==> src/rtl/eis_pkg.sv <==
// ----------------------------------------------------------------------------
// eis_pkg
// shared types, constants and the coefficient selection table of the scorer
// ----------------------------------------------------------------------------
`default_nettype none

package eis_pkg;

  localparam int unsigned COUNT_BITS = 16;
  localparam int unsigned NUM_REGS   = 8;
  localparam int unsigned CFG_IDX_W  = 3;
  localparam int unsigned F_W        = 48;
  localparam int unsigned COORD_W    = 16;
  localparam int unsigned COEF_W     = 62;
  localparam int unsigned MAG_W      = 61;
  localparam int unsigned NUM_W      = 53;
  localparam int unsigned NMAG_W     = 51;
  localparam int unsigned CHUNK_W    = 17;
  localparam int unsigned SQ_W       = 102;
  localparam int unsigned N2_W       = 61;
  localparam int unsigned REM_W      = 93;
  localparam int unsigned DVS_W      = 92;
  localparam int unsigned ERR_W      = 32;
  localparam int unsigned TOTAL_W    = 16;
  localparam int unsigned CNT_W      = 5;
  localparam int unsigned SEL_W      = 2;
  localparam int unsigned FIDX_W     = 4;

  localparam logic [31:0] ERR_LIMIT  = 32'd51200;
  localparam logic [46:0] C_LIMIT    = 47'h4000_0000_0000;
  localparam logic [FIDX_W-1:0] FIDX_ONE = 4'd8;

  localparam logic [CNT_W-1:0] COEF_LAST = 5'd5;
  localparam logic [CNT_W-1:0] NUM_LAST  = 5'd2;
  localparam logic [CNT_W-1:0] N2_LAST   = 5'd1;
  localparam logic [CNT_W-1:0] SQ_LAST   = 5'd2;
  localparam logic [CNT_W-1:0] DIV_LAST  = 5'd31;

  typedef enum logic [3:0] {
    ST_IDLE,
    ST_COEF,
    ST_NORM_INIT,
    ST_NORM,
    ST_NUM,
    ST_N2,
    ST_SQ,
    ST_DIV_INIT,
    ST_DIV,
    ST_TERM,
    ST_FINISH
  } state_e;

  typedef enum logic [3:0] {
    OP_NOP,
    OP_LOAD,
    OP_COEF_X,
    OP_COEF_Y,
    OP_NORM_INIT,
    OP_NORM_STEP,
    OP_NUM_C,
    OP_NUM_A,
    OP_NUM_B,
    OP_N2_A,
    OP_N2_B,
    OP_SQ,
    OP_DIV_INIT,
    OP_DIV_STEP,
    OP_TERM,
    OP_FINISH
  } dp_op_e;

  typedef struct packed {
    dp_op_e             op;
    logic               line;
    logic [SEL_W-1:0]   sel;
  } cmd_t;

  typedef struct packed {
    logic degen;
    logic norm_done;
  } status_t;

  // which F entry feeds coefficient sel of a line: x term, y term, constant
  function automatic logic [FIDX_W-1:0] f_index(input logic line, input logic [SEL_W-1:0] sel,
                                                input logic [1:0] part);
    logic [FIDX_W-1:0] r;
    r = FIDX_ONE;
    if (!line) begin
      if (sel == 2'd2 && part == 2'd2) r = FIDX_ONE;
      else r = 4'(3 * sel + part);
    end else begin
      if (sel == 2'd2 && part == 2'd2) r = FIDX_ONE;
      else r = 4'(sel + 3 * part);
    end
    return r;
  endfunction

endpackage

`default_nettype wire

==> src/rtl/eis_ctrl.sv <==
// ----------------------------------------------------------------------------
// eis_ctrl
// sequencer: steps the datapath through both lines of a pair and the result
// ----------------------------------------------------------------------------
`default_nettype none

module eis_ctrl (
  input  wire logic           clk_i,
  input  wire logic           rst_ni,
  input  wire logic           in_valid_i,
  output logic                in_ready_o,
  output logic                out_valid_o,
  input  wire logic           out_ready_i,
  input  eis_pkg::status_t    status_i,
  output eis_pkg::cmd_t       cmd_o
);

  eis_pkg::state_e                 state_q, state_d;
  logic [eis_pkg::CNT_W-1:0]       cnt_q, cnt_d;
  logic                            line_q, line_d;
  logic                            out_valid_q, out_valid_d;
  logic                            out_free;
  logic                            finish_fire;

  assign out_free    = !out_valid_q || out_ready_i;
  assign finish_fire = (state_q == eis_pkg::ST_FINISH) && out_free;

  always_comb begin
    state_d = state_q;
    cnt_d   = cnt_q;
    line_d  = line_q;
    unique case (state_q)
      eis_pkg::ST_IDLE: begin
        if (in_valid_i) begin
          state_d = eis_pkg::ST_COEF;
          cnt_d   = '0;
          line_d  = 1'b0;
        end
      end
      eis_pkg::ST_COEF: begin
        if (cnt_q == eis_pkg::COEF_LAST) begin
          state_d = eis_pkg::ST_NORM_INIT;
          cnt_d   = '0;
        end else cnt_d = cnt_q + 1'b1;
      end
      eis_pkg::ST_NORM_INIT: begin
        if (status_i.degen) begin
          if (line_q) state_d = eis_pkg::ST_FINISH;
          else begin
            state_d = eis_pkg::ST_COEF;
            line_d  = 1'b1;
            cnt_d   = '0;
          end
        end else state_d = eis_pkg::ST_NORM;
      end
      eis_pkg::ST_NORM: begin
        if (status_i.norm_done) begin
          state_d = eis_pkg::ST_NUM;
          cnt_d   = '0;
        end
      end
      eis_pkg::ST_NUM: begin
        if (cnt_q == eis_pkg::NUM_LAST) begin
          state_d = eis_pkg::ST_N2;
          cnt_d   = '0;
        end else cnt_d = cnt_q + 1'b1;
      end
      eis_pkg::ST_N2: begin
        if (cnt_q == eis_pkg::N2_LAST) begin
          state_d = eis_pkg::ST_SQ;
          cnt_d   = '0;
        end else cnt_d = cnt_q + 1'b1;
      end
      eis_pkg::ST_SQ: begin
        if (cnt_q == eis_pkg::SQ_LAST) begin
          state_d = eis_pkg::ST_DIV_INIT;
          cnt_d   = '0;
        end else cnt_d = cnt_q + 1'b1;
      end
      eis_pkg::ST_DIV_INIT: begin
        state_d = eis_pkg::ST_DIV;
        cnt_d   = '0;
      end
      eis_pkg::ST_DIV: begin
        if (cnt_q == eis_pkg::DIV_LAST) state_d = eis_pkg::ST_TERM;
        else cnt_d = cnt_q + 1'b1;
      end
      eis_pkg::ST_TERM: begin
        if (line_q) state_d = eis_pkg::ST_FINISH;
        else begin
          state_d = eis_pkg::ST_COEF;
          line_d  = 1'b1;
          cnt_d   = '0;
        end
      end
      eis_pkg::ST_FINISH: begin
        if (out_free) state_d = eis_pkg::ST_IDLE;
      end
      default: state_d = eis_pkg::ST_IDLE;
    endcase
  end

  always_comb begin
    cmd_o      = '{op: eis_pkg::OP_NOP, line: line_q, sel: cnt_q[eis_pkg::SEL_W-1:0]};
    in_ready_o = 1'b0;
    unique case (state_q)
      eis_pkg::ST_IDLE: begin
        in_ready_o = 1'b1;
        if (in_valid_i) cmd_o.op = eis_pkg::OP_LOAD;
      end
      eis_pkg::ST_COEF: begin
        cmd_o.op  = cnt_q[0] ? eis_pkg::OP_COEF_Y : eis_pkg::OP_COEF_X;
        cmd_o.sel = cnt_q[2:1];
      end
      eis_pkg::ST_NORM_INIT: cmd_o.op = eis_pkg::OP_NORM_INIT;
      eis_pkg::ST_NORM: begin
        if (!status_i.norm_done) cmd_o.op = eis_pkg::OP_NORM_STEP;
      end
      eis_pkg::ST_NUM: begin
        unique case (cnt_q[1:0])
          2'd0:    cmd_o.op = eis_pkg::OP_NUM_C;
          2'd1:    cmd_o.op = eis_pkg::OP_NUM_A;
          default: cmd_o.op = eis_pkg::OP_NUM_B;
        endcase
      end
      eis_pkg::ST_N2:       cmd_o.op = cnt_q[0] ? eis_pkg::OP_N2_B : eis_pkg::OP_N2_A;
      eis_pkg::ST_SQ:       cmd_o.op = eis_pkg::OP_SQ;
      eis_pkg::ST_DIV_INIT: cmd_o.op = eis_pkg::OP_DIV_INIT;
      eis_pkg::ST_DIV:      cmd_o.op = eis_pkg::OP_DIV_STEP;
      eis_pkg::ST_TERM:     cmd_o.op = eis_pkg::OP_TERM;
      eis_pkg::ST_FINISH: begin
        if (out_free) cmd_o.op = eis_pkg::OP_FINISH;
      end
      default: cmd_o.op = eis_pkg::OP_NOP;
    endcase
  end

  assign out_valid_d = finish_fire ? 1'b1 : (out_ready_i ? 1'b0 : out_valid_q);
  assign out_valid_o = out_valid_q;

  always_ff @(posedge clk_i or negedge rst_ni) begin
    if (!rst_ni) begin
      state_q     <= eis_pkg::ST_IDLE;
      cnt_q       <= '0;
      line_q      <= 1'b0;
      out_valid_q <= 1'b0;
    end else begin
      state_q     <= state_d;
      cnt_q       <= cnt_d;
      line_q      <= line_d;
      out_valid_q <= out_valid_d;
    end
  end

endmodule

`default_nettype wire

==> config.mk <==
export PLATFORM = sky130hd
export DESIGN_NAME = eis_ctrl
export DESIGN_NICKNAME = d
export VERILOG_FILES = /design/src/rtl/eis_pkg.sv /design/src/rtl/eis_ctrl.sv
export SDC_FILE = /design/constraint.sdc
export NUM_CORES = 1
export LEC_CHECK = 0
export CAP_MARGIN = 15
export CELL_PAD_IN_SITES_DETAIL_PLACEMENT = 2
export CELL_PAD_IN_SITES_GLOBAL_PLACEMENT = 2
export CORE_ASPECT_RATIO = 1.4
export CORE_MARGIN = 2
export CORE_UTILIZATION = 37
export DETAILED_ROUTE_END_ITERATION = 7
export DONT_BUFFER_PORTS = 1
export PLACE_DENSITY = 0.81
export SETUP_SLACK_MARGIN = 0.1
export SLEW_MARGIN = 5
export SYNTH_ARGS = -nofsm -noshare
export SYNTH_HDL_FRONTEND = slang
export SYNTH_SLANG_ARGS = --single-unit
==> constraint.sdc <==
create_clock -name clk_i -period 2.5 [get_ports clk_i]
set_input_delay 0.25 -clock clk_i [delete_from_list [all_inputs] [get_ports clk_i]]
set_output_delay 0.25 -clock clk_i [all_outputs]
set_load 0.01 [all_outputs]
; ---- Word-level counts from Yosys, hierarchy flattened
; Index checks and enable logic that the tools add are counted.
[totals]
register_bits = 11
in_bits = 6
out_inout_bits = 9
word_cells = 76
[classes]
n_addsub = 1
n_eq_ne = 25
muxes = 34
reduce_logical = 12
[ops]
columns = op, n
row1 = 4-bit case mux with 11 select lines, 2
row2 = 5-bit case mux with 9 select lines, 1
row3 = 4-bit 2-to-1 mux, 11
row4 = 5-bit 2-to-1 mux, 8
row5 = 2-bit inequality test (second input constant), 10
row6 = 4-bit by 3-bit == test with 1-bit output (second input constant), 4
row7 = 4-bit == test (second input constant), 3
row8 = 9-bit nonzero test, 1
row9 = 4-bit by 2-bit == test with 1-bit output (second input constant), 2
row10 = 4-bit case mux with 2 select lines, 1
row11 = 8-bit AND reduction, 1
row12 = 1-bit 2-to-1 mux, 7
row13 = 5-bit by 1-bit adder with 5-bit output (second input constant), 1
row14 = 5-bit by 1-bit == test with 1-bit output (second input constant), 1
row15 = 5-bit by 2-bit == test with 1-bit output (second input constant), 1
row16 = 5-bit by 3-bit == test with 1-bit output (second input constant), 1
row17 = 5-bit == test (second input constant), 1
row18 = 5-bit AND reduction, 1
row19 = 4-bit by 1-bit == test with 1-bit output (second input constant), 1
row20 = 4-bit logical NOT, 1
row21 = 2-bit 2-to-1 mux, 2
row22 = 3-bit 2-to-1 mux, 1
row23 = 1-bit case mux with 3 select lines, 1
row24 = 3-bit AND reduction, 1
row25 = 8 further kinds, 8

; ---- Depth between registers and ports, before layout
; Gate-level depths: netlist of the first run.
[depth]
ltp_word = 4
depth_mapped = 8
mapped_depth_nobuf = 8

; ---- Least setup slack after synthesis of the first run
; No wires, ideal clock.
[synth_timing]
path_type = register to register
startpoint = register cnt_q[0] (netlist bit)
endpoint = register cnt_q[2] (netlist bit)
setup_ns = 0.101
arrival_ns = 1.721
required_time_ns = 2.399
path_slack_ns = 0.679
path_stages_with_launch = 8
n_path_buf = 0
synth_period_minus_slack_ns = 1.821
path_cell_list = dfrtp_1 ha_1 and3_1 ha_1 a211oi_2 o221ai_2 nand2b_4 o311ai_2
[synth_via]
elab_chain_len = 3
elab_cells_between_ends = 12
classes_between = 1 x add/sub / 5 x eq/ne / 5 x mux / 1 x reduce/logical
[synth_rtl]
columns = element, line
row1 = start: declaration, eis_ctrl.sv:19  ; logic [eis_pkg::CNT_W-1:0] cnt_q, cnt_d;
row2 = start signal: assignment, eis_ctrl.sv:149  ; cnt_q <= cnt_d;
row3 = "5-bit by 1-bit adder with 5-bit output, or another cell as far along", --
row4 = "5-bit 2-to-1 mux, or another cell as far along", eis_ctrl.sv:85  ; if (cnt_q == eis_pkg::DIV_LAST) state_d = eis_pkg::ST_TERM;
row5 = 5-bit case mux with 9 select lines / 5-bit AND reduction (equally long branches), --
; Parallel ways exist; a longest one is shown, timed or not. The select of a mux whose other input is x is not followed.
; A chain may end at the register's enable or synchronous reset.

==> flow_metrics.py, run 1 <==
metrics = {
    "flow_run": {
        "max_cap_viol_count": 0,
    },
    "layout": {
        "mostFrequentLayoutCells": "17 x sky130_fd_sc_hd__nand2_1, 12 x sky130_fd_sc_hd__o21ai_0, 10 x sky130_fd_sc_hd__dfrtp_1",
        "layout_commonest_cell": "sky130_fd_sc_hd__nand2_1",
        "nNetsFinal": 142,
        "antennaDiodeCount": 0,
        "flow.area_growth_from_synthesis_pct": 4.73,
        "num-fill-cells": 358,
        "finish.utilization_pct": 40.3,
        "final_layout_size_suffix_gt1_share_pct": 13.8,
    },
    "sta": {
        "timing.final.setup_violations": 0,
        "setup_tns_ns": 0,
        "period_minus_slack_ns": 2.31,
        "clock_skew_ns": 0.0109,
        "tightest_pin_transition_ns": 0.652,
        "rsz0062_at_grt": "false",
        "finalCritPeriodShare_pct": 92.4,
        "finalHoldViolations": 0,
        "max_freq_ghz": 0.433,
        "tightest_slew_margin_relative_to_the_limit_pct": 56.1,
        "report.final.slew_viol_count": 0,
    },
    "drt": {
        "num_vias": 1025,
        "routed_wire_length_per_instance_um": 21.1,
        "via_density": 6.14,
        "post_route_ant_nets": 0,
        "first_iter_violations": 18,
        "routed-wl-met2_mm": 1.96,
        "routedLengthMet1_mm": 1.37,
        "number_of_iterations_in_the_first_detailed_routing_pass": 4,
        "detailroute.wirelength.met3_um": 53,
        "maxUsedRoutingLayer": "met4",
        "drc": 0,
        "routed_wl_mm": 3.52,
    },
    "synth": {
        "synthesis.yosys.warnings": 0,
        "synth_seq_area_share_pct": 25.4,
        "netlist_area_um2": 1080,
        "synth_edf_count": 0,
        "synth_area_per_cell_um2": 8.22,
        "synthCells": 132,
        "syn_nets": 143,
        "ys_ff_latch": 11,
        "synth_top_flop_cell": "sky130_fd_sc_hd__dfrtp_1",
        "yosys.cell_types.count": 45,
        "synth_async_sr_flop_share_pct": 100,
    },
    "placement": {
        "finalWeightedCongestion": 0.897,
        "place.detailed.hpwl_mm": 2.65,
        "io_buffer_count": 0,
    },
    "setup_path": {
        "timing.critical_path.fanout_max": 15,
        "start_kind": "flip-flop",
        "wp_data_arrival_ns": 2.06,
        "crit_path_cell_trace": "clkinv_1 -> nand2_1 -> o21ai_0 -> a21oi_1 -> o221ai_1",
        "slowest_stage": "sky130_fd_sc_hd__dfrtp_1",
        "timing.critical_path.to_type": "output pin",
        "setup.worst_path.class": "reg -> out",
        "critical-path-max-stage-delay_ns": 0.70,
        "critPathRequiredTime_ns": 2.25,
    },
    "cts": {
        "clock_path_buffers": 2,
        "root_buffer": "sky130_fd_sc_hd__clkbuf_8",
        "clk_latency_ns": 0.25,
        "cts_tree": "done",
        "cts_max_level": 1,
        "cts.reportedPaths.clkPinSlew_ns": 0.07,
        "clock-sinks": 11,
        "cts_bufs_inserted": 3,
    },
    "global_routing": {
        "track_usage_pct": 23.0,
        "grt_pass1_wl_mm": 5.70,
        "antenna_violations_before_repair": 0,
        "first_global_vias": 1111,
        "gr-total-overflow": 0,
        "grt_max_degree": 20,
    },
    "die": {
        "dieArea_um2": 3390,
        "initial_utilization_pct": 38.5,
        "die_h_um": 68.1,
        "die_width_um": 49.8,
        "row_count": 23,
        "core_area_um2": 2820,
        "io-pin-count": 15,
    },
    "power": {
        "post-layout-total-power_w": 0.00158,
        "worst_ir_drop_vdd_mv": 0.470,
        "pwr_density_cell_nw_per_um2": 1390,
        "leakage_nw": 0.451,
    },
    "status": {
        "outcome": "completed",
    },
    "worst_hold_path": {
        "min_path_type": "in -> reg",
    },
}
[worst max-delay path: cells and delay by family (launching register included)]
kind | cells | cell delay (ns)
AO/OA/AOI/OAI | 3 | 0.56
buffers and inverters | 1 | 0.32
flip-flops | 1 | 0.70
AND/OR/NAND/NOR | 1 | 0.24
[where the power goes]
| group | internal, W | leakage [nW] | switching, W |
|---|---|---|---|
| sequential | 0.000237 | 0.143 | 0.000194 |
| clock | 0.000113 | 0.0228 | 0.0000874 |
| combinational | 0.000375 | 0.286 | 0.000574 |
[per-stage QoR]
step	hold slack [ns]	instance area [um2]	cells	worst slack, ns
finish	0.174	1140	167	0.189
global route	0.213	1140	167	0.107
CTS	0.189	1130	167	0.223
detailed placement	-0.0453	1080	162	0.418
global placement	-0.0453	1080	162	0.542
floorplan	-0.0456	1080	132	0.679
[per-layer routing]
metal	GRT usage, %	up-vias
li1	-	480
met1	24.0	519
met2	45.3	16
met3	2.40	10
met4	11.5	0
met5	0	-
[cells by family (layout without fill, tap and decap cells)]
logic type      count (synthesis)  after routing  synth area share, %
buf+inv                        18             16                 9.57
xor+xnor                        2              2                 1.62
fa+ha+maj                       5              5                 5.77
flops                          11             11                 25.4
simple gates                   49             49                 25.0
compound gates                 47             47                 32.6
[path summary, 6_finish.rpt]
| kind | start | endpoint | slack (ns) | cells after the start |
|---|---|---|---|---|
| min | in_valid_i | line_q | 0.17 | 3 |
| max in group asynchronous | rst_ni | state_q[3] | 1.66 | 1 |
| min in group asynchronous | rst_ni | line_q | 0.42 | 1 |
| max | state_q[2] | cmd_o[3] | 0.19 | 5 |
| min reg2reg | out_valid_o | out_valid_o | 0.61 | 2 |
| max reg2reg | cnt_q[0] | cnt_q[3] | 0.37 | 7 |
[final cells by class]
type	instances	area (um2)	area share, %
Tap cell	37	46.3	4.07
Inverter	8	30.0	2.64
Timing Repair Buffer	4	32.5	2.86
Sequential cell	11	277	24.3
Clock buffer	4	45.0	3.96
Multi-Input combinational cell	103	706	62.1
[sequential cells by signal, indices dropped and copies added (netlist names)]
name         flops
line_q           1
out_valid_o      1
cnt_q            5
state_q          4
[cell usage after synthesis (all sizes together) (3+ instances only)]
cell type,instances,share of area (%)
nand2,17,5.9
o21ai,12,5.5
dfrtp,11,25
a21oi,8,3.7
buf,7,5.8
inv,7,2.4
nand3,7,3.2
nand2b,6,4.8
ha,5,5.8
nor2,5,1.7
a31oi,4,2.3
clkbuf,3,1.0
nor2b,3,1.7
nor3,3,1.4
o211ai,3,2.5
o221ai,3,3.0
o22ai,3,1.7
o31ai,3,2.5
[timing repair]
action	in CTS	in global routing
resized for setup	0	1
setup endpoints to repair	0	1
hold endpoints to repair	11	0
hold buffers	1	0
buffers inserted	0	0
No activity file was read; power rests on OpenSTA's default activity.
==> run 2: changes to the inputs <==
--- a/config.mk
+++ b/config.mk
@@ -5,15 +5,16 @@
 export SDC_FILE = /design/constraint.sdc
 export NUM_CORES = 1
 export LEC_CHECK = 0
+export ABC_AREA = 1
 export CAP_MARGIN = 15
 export CELL_PAD_IN_SITES_DETAIL_PLACEMENT = 2
 export CELL_PAD_IN_SITES_GLOBAL_PLACEMENT = 2
 export CORE_ASPECT_RATIO = 1.4
 export CORE_MARGIN = 2
-export CORE_UTILIZATION = 37
+export CORE_UTILIZATION = 31
 export DETAILED_ROUTE_END_ITERATION = 7
 export DONT_BUFFER_PORTS = 1
-export PLACE_DENSITY = 0.81
+export PLACE_DENSITY = 0.79
 export SETUP_SLACK_MARGIN = 0.1
 export SLEW_MARGIN = 5
 export SYNTH_ARGS = -nofsm -noshare
==> constraint.sdc (replaced) <==
create_clock -name clk_i -period 2.5 [get_ports clk_i]
set_input_delay 0.5 -clock clk_i [delete_from_list [all_inputs] [get_ports clk_i]]
set_output_delay 0.5 -clock clk_i [all_outputs]
set_load 0.01 [all_outputs]
==> flow_metrics.py, run 2 <==
metrics = {
    "setup_path": {
        "crit_path_frequent_cell": "sky130_fd_sc_hd__nand2_1",
        "reg2reg_setup_slack_ns": 0.62,
        "wp_data_arrival_ns": 1.81,
        "regToRegEndpoint": "state_q[1]",
        "setup.worst_path.class": "reg -> out",
        "critPathRequiredTime_ns": 2.00,
        "start_kind": "flip-flop",
        "slowest_stage": "sky130_fd_sc_hd__dfrtp_1",
        "r2r-start": "cnt_q[1]",
        "critical-path-max-stage-delay_ns": 0.49,
        "crit_path_cell_trace": "inv_1 -> nand2_1 -> nor2_1 -> nand2_1 -> and3_1 -> o21ai_0",
        "timing.critical_path.fanout_max": 7,
        "critical_path_buf_inv_count": 1,
        "r2r_cells": 11,
        "timing.critical_path.to_type": "output pin",
        "crit_family": "simple AND/OR/NAND/NOR gates",
    },
    "cts": {
        "postCtsSetupBuffers": 0,
        "clock_path_buffers": 2,
        "clk_latency_ns": 0.24,
        "root_buffer": "sky130_fd_sc_hd__clkbuf_8",
        "clock-sinks": 11,
        "cts_tree": "done",
        "cts.reportedPaths.clkPinSlew_ns": 0.05,
        "cts_bufs_inserted": 3,
        "cts_max_level": 1,
    },
    "layout": {
        "flip_flop_count_of_the_largest_register_all_copies_and_words_added": 5,
        "flow.area_growth_from_synthesis_pct": 9.24,
        "design_area_um2": 1180,
        "final_layout_size_suffix_gt1_share_pct": 8.67,
        "layout_commonest_cell": "sky130_fd_sc_hd__nand2_1",
        "mostFrequentLayoutCells": "72 x sky130_fd_sc_hd__nand2_1, 35 x sky130_fd_sc_hd__nor2_1, 21 x sky130_fd_sc_hd__inv_1",
        "antennaDiodeCount": 0,
        "nNetsFinal": 208,
        "regMostFlops": "cnt_q",
        "largestRegisters": "cnt_q (5), state_q (4)",
    },
    "worst_hold_path": {
        "min_path_type": "in -> reg",
        "min_delay_worst_endpoint": "line_q",
        "worstHoldStart": "in_valid_i",
        "whs_path_depth": 3,
    },
    "sta": {
        "rsz0062_at_grt": "true",
        "finalCritPeriodShare_pct": 92.2,
        "setup_tns_ns": 0,
        "finalHoldViolations": 0,
        "timing.final.setup_violations": 0,
        "tightest_pin_transition_ns": 0.523,
        "clock_skew_ns": 0.00485,
        "max_freq_ghz": 0.434,
        "tightest_slew_margin_relative_to_the_limit_pct": 65.0,
        "period_minus_slack_ns": 2.31,
        "report.final.slew_viol_count": 0,
    },
    "power": {
        "pwr_density_cell_nw_per_um2": 1240,
        "power.switching_w": 0.000872,
        "power.clock.fraction_pct": 12.1,
        "sequentialPowerShare_pct": 22.9,
        "combinational_fraction_of_design_power_pct": 65.0,
        "power.switching_fraction_pct": 59.5,
        "worst_ir_drop_vdd_mv": 0.491,
        "p_int_w": 0.000594,
        "leakage_nw": 0.653,
    },
    "synth": {
        "synth_edf_count": 0,
        "ys_ff_latch": 11,
        "yosys.cell_types.count": 16,
        "netlist_area_um2": 1080,
        "most_common_cell_in_the_synthesized_netlist": "sky130_fd_sc_hd__nand2_1",
        "synthesis.yosys.warnings": 0,
        "synth_seq_area_share_pct": 25.4,
        "synth_commonest_cells": "72 x sky130_fd_sc_hd__nand2_1, 36 x sky130_fd_sc_hd__nor2_1, 21 x sky130_fd_sc_hd__inv_1, 18 x sky130_fd_sc_hd__nand3_1, 11 x sky130_fd_sc_hd__dfrtp_1",
        "synth_area_per_cell_um2": 5.64,
        "synth_async_sr_flop_share_pct": 100,
        "synth.top_cell.area_share_pct": 25.4,
        "synthDominantAreaCellType": "sky130_fd_sc_hd__dfrtp_1",
        "synth_top_flop_cell": "sky130_fd_sc_hd__dfrtp_1",
        "synthCells": 192,
        "syn_nets": 203,
        "synthTopCellsByArea": "sky130_fd_sc_hd__dfrtp_1 25%, sky130_fd_sc_hd__nand2_1 25%, sky130_fd_sc_hd__nor2_1 12%",
    },
    "flow_run": {
        "max_cap_viol_count": 0,
    },
    "die": {
        "initial_utilization_pct": 32.4,
        "io-pin-count": 15,
        "die_h_um": 74.0,
        "dieArea_um2": 3990,
        "die_width_um": 54.0,
        "row_count": 25,
        "core_area_um2": 3350,
    },
    "global_routing": {
        "gr-total-overflow": 0,
        "grt_max_degree": 12,
        "grt_pass1_wl_mm": 6.31,
        "first_global_vias": 1395,
        "antenna_violations_before_repair": 0,
        "track_usage_pct": 21.8,
    },
    "drt": {
        "drc": 0,
        "maxUsedRoutingLayer": "met4",
        "routed_wire_length_per_instance_um": 16.3,
        "post_route_ant_nets": 0,
        "routed_wl_mm": 3.84,
        "num_vias": 1235,
        "number_of_iterations_in_the_first_detailed_routing_pass": 4,
        "routedLengthMet1_mm": 1.43,
        "first_iter_violations": 9,
        "routed-wl-met2_mm": 2.13,
        "detailroute.wirelength.met3_um": 122,
        "via_density": 5.23,
    },
    "status": {
        "outcome": "completed",
    },
    "placement": {
        "finalWeightedCongestion": 0.818,
        "dpl-instance-area_um2": 1130,
        "place.detailed.hpwl_mm": 3.31,
        "io_buffer_count": 0,
    },
}
-- run 2: cell types whose count changed after synthesis, sizes merged, moves of 7 or more --
cell   change
nor2      +34
nand3     +11
a21oi      -7
nand2     +62
inv       +17
-- run 2: per-stage QoR --
stage / worst slack (ns) / util (%) / instances / hold WS, ns / power [W]
global route: 0.100 / 35.4 / 236 / 0.516 / 0.00162
finish: 0.194 / 35.4 / 236 / 0.502 / 0.00147
floorplan: 0.819 / - / 192 / 0.204 / 0.00101
detailed placement: 0.420 / 33.6 / 231 / 0.205 / 0.00128
CTS: 0.162 / 35.3 / 236 / 0.521 / 0.00148
global placement: 0.452 / 33.6 / 231 / 0.205 / 0.00123
-- run 2: area by class of cell --
type                            instances  area [um2]
Timing Repair Buffer                    1        10.0
Fill cell                             446        2160
Inverter                               24        90.1
Tap cell                               40        50.0
Clock buffer                            4        45.0
Sequential cell                        11         275
Multi-Input combinational cell        156         713
-- run 2: layer usage --
metal | vias up | GRT usage [%]
li1 | 604 | -
met1 | 587 | 21.8
met2 | 32 | 41.3
met3 | 12 | 4.42
met4 | 0 | 9.69
met5 | - | 0
-- run 2: tightest hold or removal path, cell delays in order --
cell and delay (ns):
sky130_fd_sc_hd__nand2_1 0.08, sky130_fd_sc_hd__nand2_1 0.08, sky130_fd_sc_hd__nand2_1 0.05
-- run 2: kinds of logic (layout without fill, tap and decap cells) --
family | Yosys count | count (layout) | share of synthesized area, %
simple gates | 143 | 143 | 56.1
compound gates | 8 | 8 | 3.69
buf+inv | 25 | 29 | 9.01
flops | 11 | 11 | 25.4
fa+ha+maj | 5 | 5 | 5.77
-- run 2: worst max path at each step --
stage | from | depth (start not counted) | to | slack, ns
6_report | state_q[0] | 6 | cmd_o[6] | 0.19
5_1_grt | state_q[0] | 6 | cmd_o[6] | 0.1
4_1_cts | state_q[0] | 7 | cmd_o[3] | 0.16
3_5_place_dp | state_q[0] | 7 | cmd_o[3] | 0.42
3_3_place_gp | state_q[0] | 7 | cmd_o[3] | 0.45
2_1_floorplan | state_q[0] | 7 | cmd_o[3] | 0.82
-- run 2: what timing repair did --
item	in CTS	in global routing
resized for setup	0	1
hold endpoints to repair	11	0
hold buffers	1	0
setup endpoints to repair	0	1
-- run 2: power by group through the flow --
stage / logic, W / clock network, W / registers [W]
5_1_grt: 0.00109 / 0.000194 / 0.000344
3_5_place_dp: 0.000946 / 0 / 0.000337
2_1_floorplan: 0.000721 / 0 / 0.000294
3_3_place_gp: 0.000896 / 0 / 0.000334
6_report: 0.000953 / 0.000178 / 0.000336
4_1_cts: 0.000964 / 0.000182 / 0.000334
==> run 3: changes to the inputs <==
--- a/config.mk
+++ b/config.mk
@@ -11,10 +11,11 @@
 export CELL_PAD_IN_SITES_GLOBAL_PLACEMENT = 2
 export CORE_ASPECT_RATIO = 1.4
 export CORE_MARGIN = 2
-export CORE_UTILIZATION = 31
+export CORE_UTILIZATION = 33
+export CTS_BUF_LIST = sky130_fd_sc_hd__clkbuf_2 sky130_fd_sc_hd__clkbuf_4 sky130_fd_sc_hd__clkbuf_8
 export DETAILED_ROUTE_END_ITERATION = 7
 export DONT_BUFFER_PORTS = 1
-export PLACE_DENSITY = 0.79
+export PLACE_DENSITY = 0.88
 export SETUP_SLACK_MARGIN = 0.1
 export SLEW_MARGIN = 5
 export SYNTH_ARGS = -nofsm -noshare
==> flow_metrics.py, run 3 (synthesis results as in run 2) <==
metrics = {
    "status": {
        "outcome": "completed",
    },
    "layout": {
        "nNetsFinal": 208,
        "flow.area_growth_from_synthesis_pct": 9.47,
        "largestRegisters": "cnt_q (5), state_q (4)",
        "flip_flop_count_of_the_largest_register_all_copies_and_words_added": 5,
        "num-fill-cells": 418,
        "layout_commonest_cell": "sky130_fd_sc_hd__nand2_1",
        "mostFrequentLayoutCells": "72 x sky130_fd_sc_hd__nand2_1, 35 x sky130_fd_sc_hd__nor2_1, 21 x sky130_fd_sc_hd__inv_1",
        "multi_input_logic_area_um2": 713,
        "final_layout_size_suffix_gt1_share_pct": 9.18,
        "antennaDiodeCount": 0,
        "regMostFlops": "cnt_q",
        "final-seq-area_um2": 275,
    },
    "worst_hold_path": {
        "worstHoldStart": "out_ready_i",
        "min_path_type": "in -> reg",
    },
    "power": {
        "combinational_fraction_of_design_power_pct": 64.0,
        "power.switching_w": 0.000894,
        "power.clock.fraction_pct": 13.7,
        "p_int_w": 0.000605,
        "leakage_nw": 0.656,
        "post-layout-total-power_w": 0.00150,
        "power.switching_fraction_pct": 59.6,
        "sequentialPowerShare_pct": 22.3,
        "worst_ir_drop_vdd_mv": 0.410,
        "pwr_density_cell_nw_per_um2": 1260,
    },
    "global_routing": {
        "grt_max_degree": 12,
        "track_usage_pct": 23.7,
        "first_global_vias": 1380,
        "gr-total-overflow": 0,
        "antenna_violations_before_repair": 0,
        "grt_pass1_wl_mm": 6.56,
    },
    "placement": {
        "finalWeightedCongestion": 0.865,
        "io_buffer_count": 0,
        "place.detailed.hpwl_mm": 3.31,
    },
    "cts": {
        "clock-sinks": 11,
        "clock_path_buffers": 2,
        "cts_tree": "done",
        "cts.reportedPaths.clkPinSlew_ns": 0.06,
        "cts_bufs_inserted": 3,
        "cts_max_level": 1,
        "clk_latency_ns": 0.25,
        "root_buffer": "sky130_fd_sc_hd__clkbuf_8",
    },
    "sta": {
        "finalCritPeriodShare_pct": 90.1,
        "period_minus_slack_ns": 2.25,
        "tightest_pin_transition_ns": 0.601,
        "timing.final.setup_violations": 0,
        "max_freq_ghz": 0.444,
        "setup_tns_ns": 0,
        "tightest_slew_margin_relative_to_the_limit_pct": 59.8,
        "report.final.slew_viol_count": 0,
        "rsz0062_at_grt": "true",
        "finalHoldViolations": 0,
        "clock_skew_ns": 0.00408,
    },
    "flow_run": {
        "max_cap_viol_count": 0,
    },
    "drt": {
        "routed_wl_mm": 4.03,
        "routed-wl-met2_mm": 2.19,
        "drc": 0,
        "via_density": 5.24,
        "first_iter_violations": 16,
        "number_of_iterations_in_the_first_detailed_routing_pass": 4,
        "num_vias": 1232,
        "maxUsedRoutingLayer": "met4",
        "routed_wire_length_per_instance_um": 17.1,
        "detailroute.wirelength.met3_um": 101,
        "routedLengthMet1_mm": 1.63,
        "post_route_ant_nets": 0,
    },
    "setup_path": {
        "startpoint": "state_q[0]",
        "setup.worst_path.class": "reg -> out",
        "critPathRequiredTime_ns": 2.00,
        "timing.critical_path.fanout_max": 7,
        "r2r-start": "cnt_q[0]",
        "timing.critical_path.to_type": "output pin",
        "start_kind": "flip-flop",
        "wp_data_arrival_ns": 1.75,
    },
    "die": {
        "die_h_um": 71.8,
        "row_count": 24,
        "die_width_um": 52.4,
        "dieArea_um2": 3760,
        "io-pin-count": 15,
        "core_area_um2": 3120,
        "initial_utilization_pct": 34.7,
    },
}
run 3: power by group through the flow:
stage               Combinational (W)  Sequential [W]  Clock (W)
floorplan                    0.000721        0.000294          0
global placement             0.000901        0.000326          0
detailed placement           0.000951        0.000338          0
CTS                          0.000968        0.000334   0.000213
global route                  0.00108        0.000343   0.000216
finish                       0.000960        0.000334   0.000205
run 3: final timing paths:
path                       slack (ns)  cells after the start          end
max                              0.25                      6     cmd_o[6]
min                              0.45                      3  out_valid_o
max reg2reg                      0.57                     11   state_q[3]
min reg2reg                      0.57                      2     cnt_q[4]
max in group asynchronous        1.41                      1   state_q[1]
min in group asynchronous        0.70                      1  out_valid_o
run 3: worst max-delay path, cell delays in order (launching register included):
cell and delay [ns]:
sky130_fd_sc_hd__dfrtp_1 0.47, sky130_fd_sc_hd__inv_1 0.21, sky130_fd_sc_hd__nand2_1 0.15, sky130_fd_sc_hd__nor2_1 0.23
sky130_fd_sc_hd__nor2_1 0.11, sky130_fd_sc_hd__and3_1 0.17, sky130_fd_sc_hd__o21ai_0 0.15
run 3: metrics by stage:
stage	utilization (%)	setup WS, ns	instances	hold slack, ns	cell area, um2
after global placement	36.0	0.485	230	0.205	1120
after global routing	38.0	0.0997	235	0.470	1190
after CTS	37.9	0.190	235	0.445	1180
final	38.0	0.248	235	0.448	1190
after detailed placement	36.0	0.462	230	0.205	1120
after floorplan	-	0.819	192	0.204	1080
run 3: cell type report:
cell class / instances / area share [%]
flip-flops and latches: 11 / 23.2
repair buffers: 1 / 0.844
clock buffers: 4 / 4.11
well taps: 39 / 4.11
inverters: 24 / 7.59
multi-input cells: 156 / 60.1
run 3: what timing repair did:
action                     4_1_cts  5_1_grt
gates resized for setup          0        1
setup buffers                    0        0
hold buffers                     1        0
setup endpoints to repair        0        1
hold endpoints to repair        11        0
run 3: metal layers:
layer	GRT usage [%]	up-vias
met4	9.12	0
met2	44.2	20
met3	4.58	10
met1	25.1	600
met5	0	-
li1	-	602
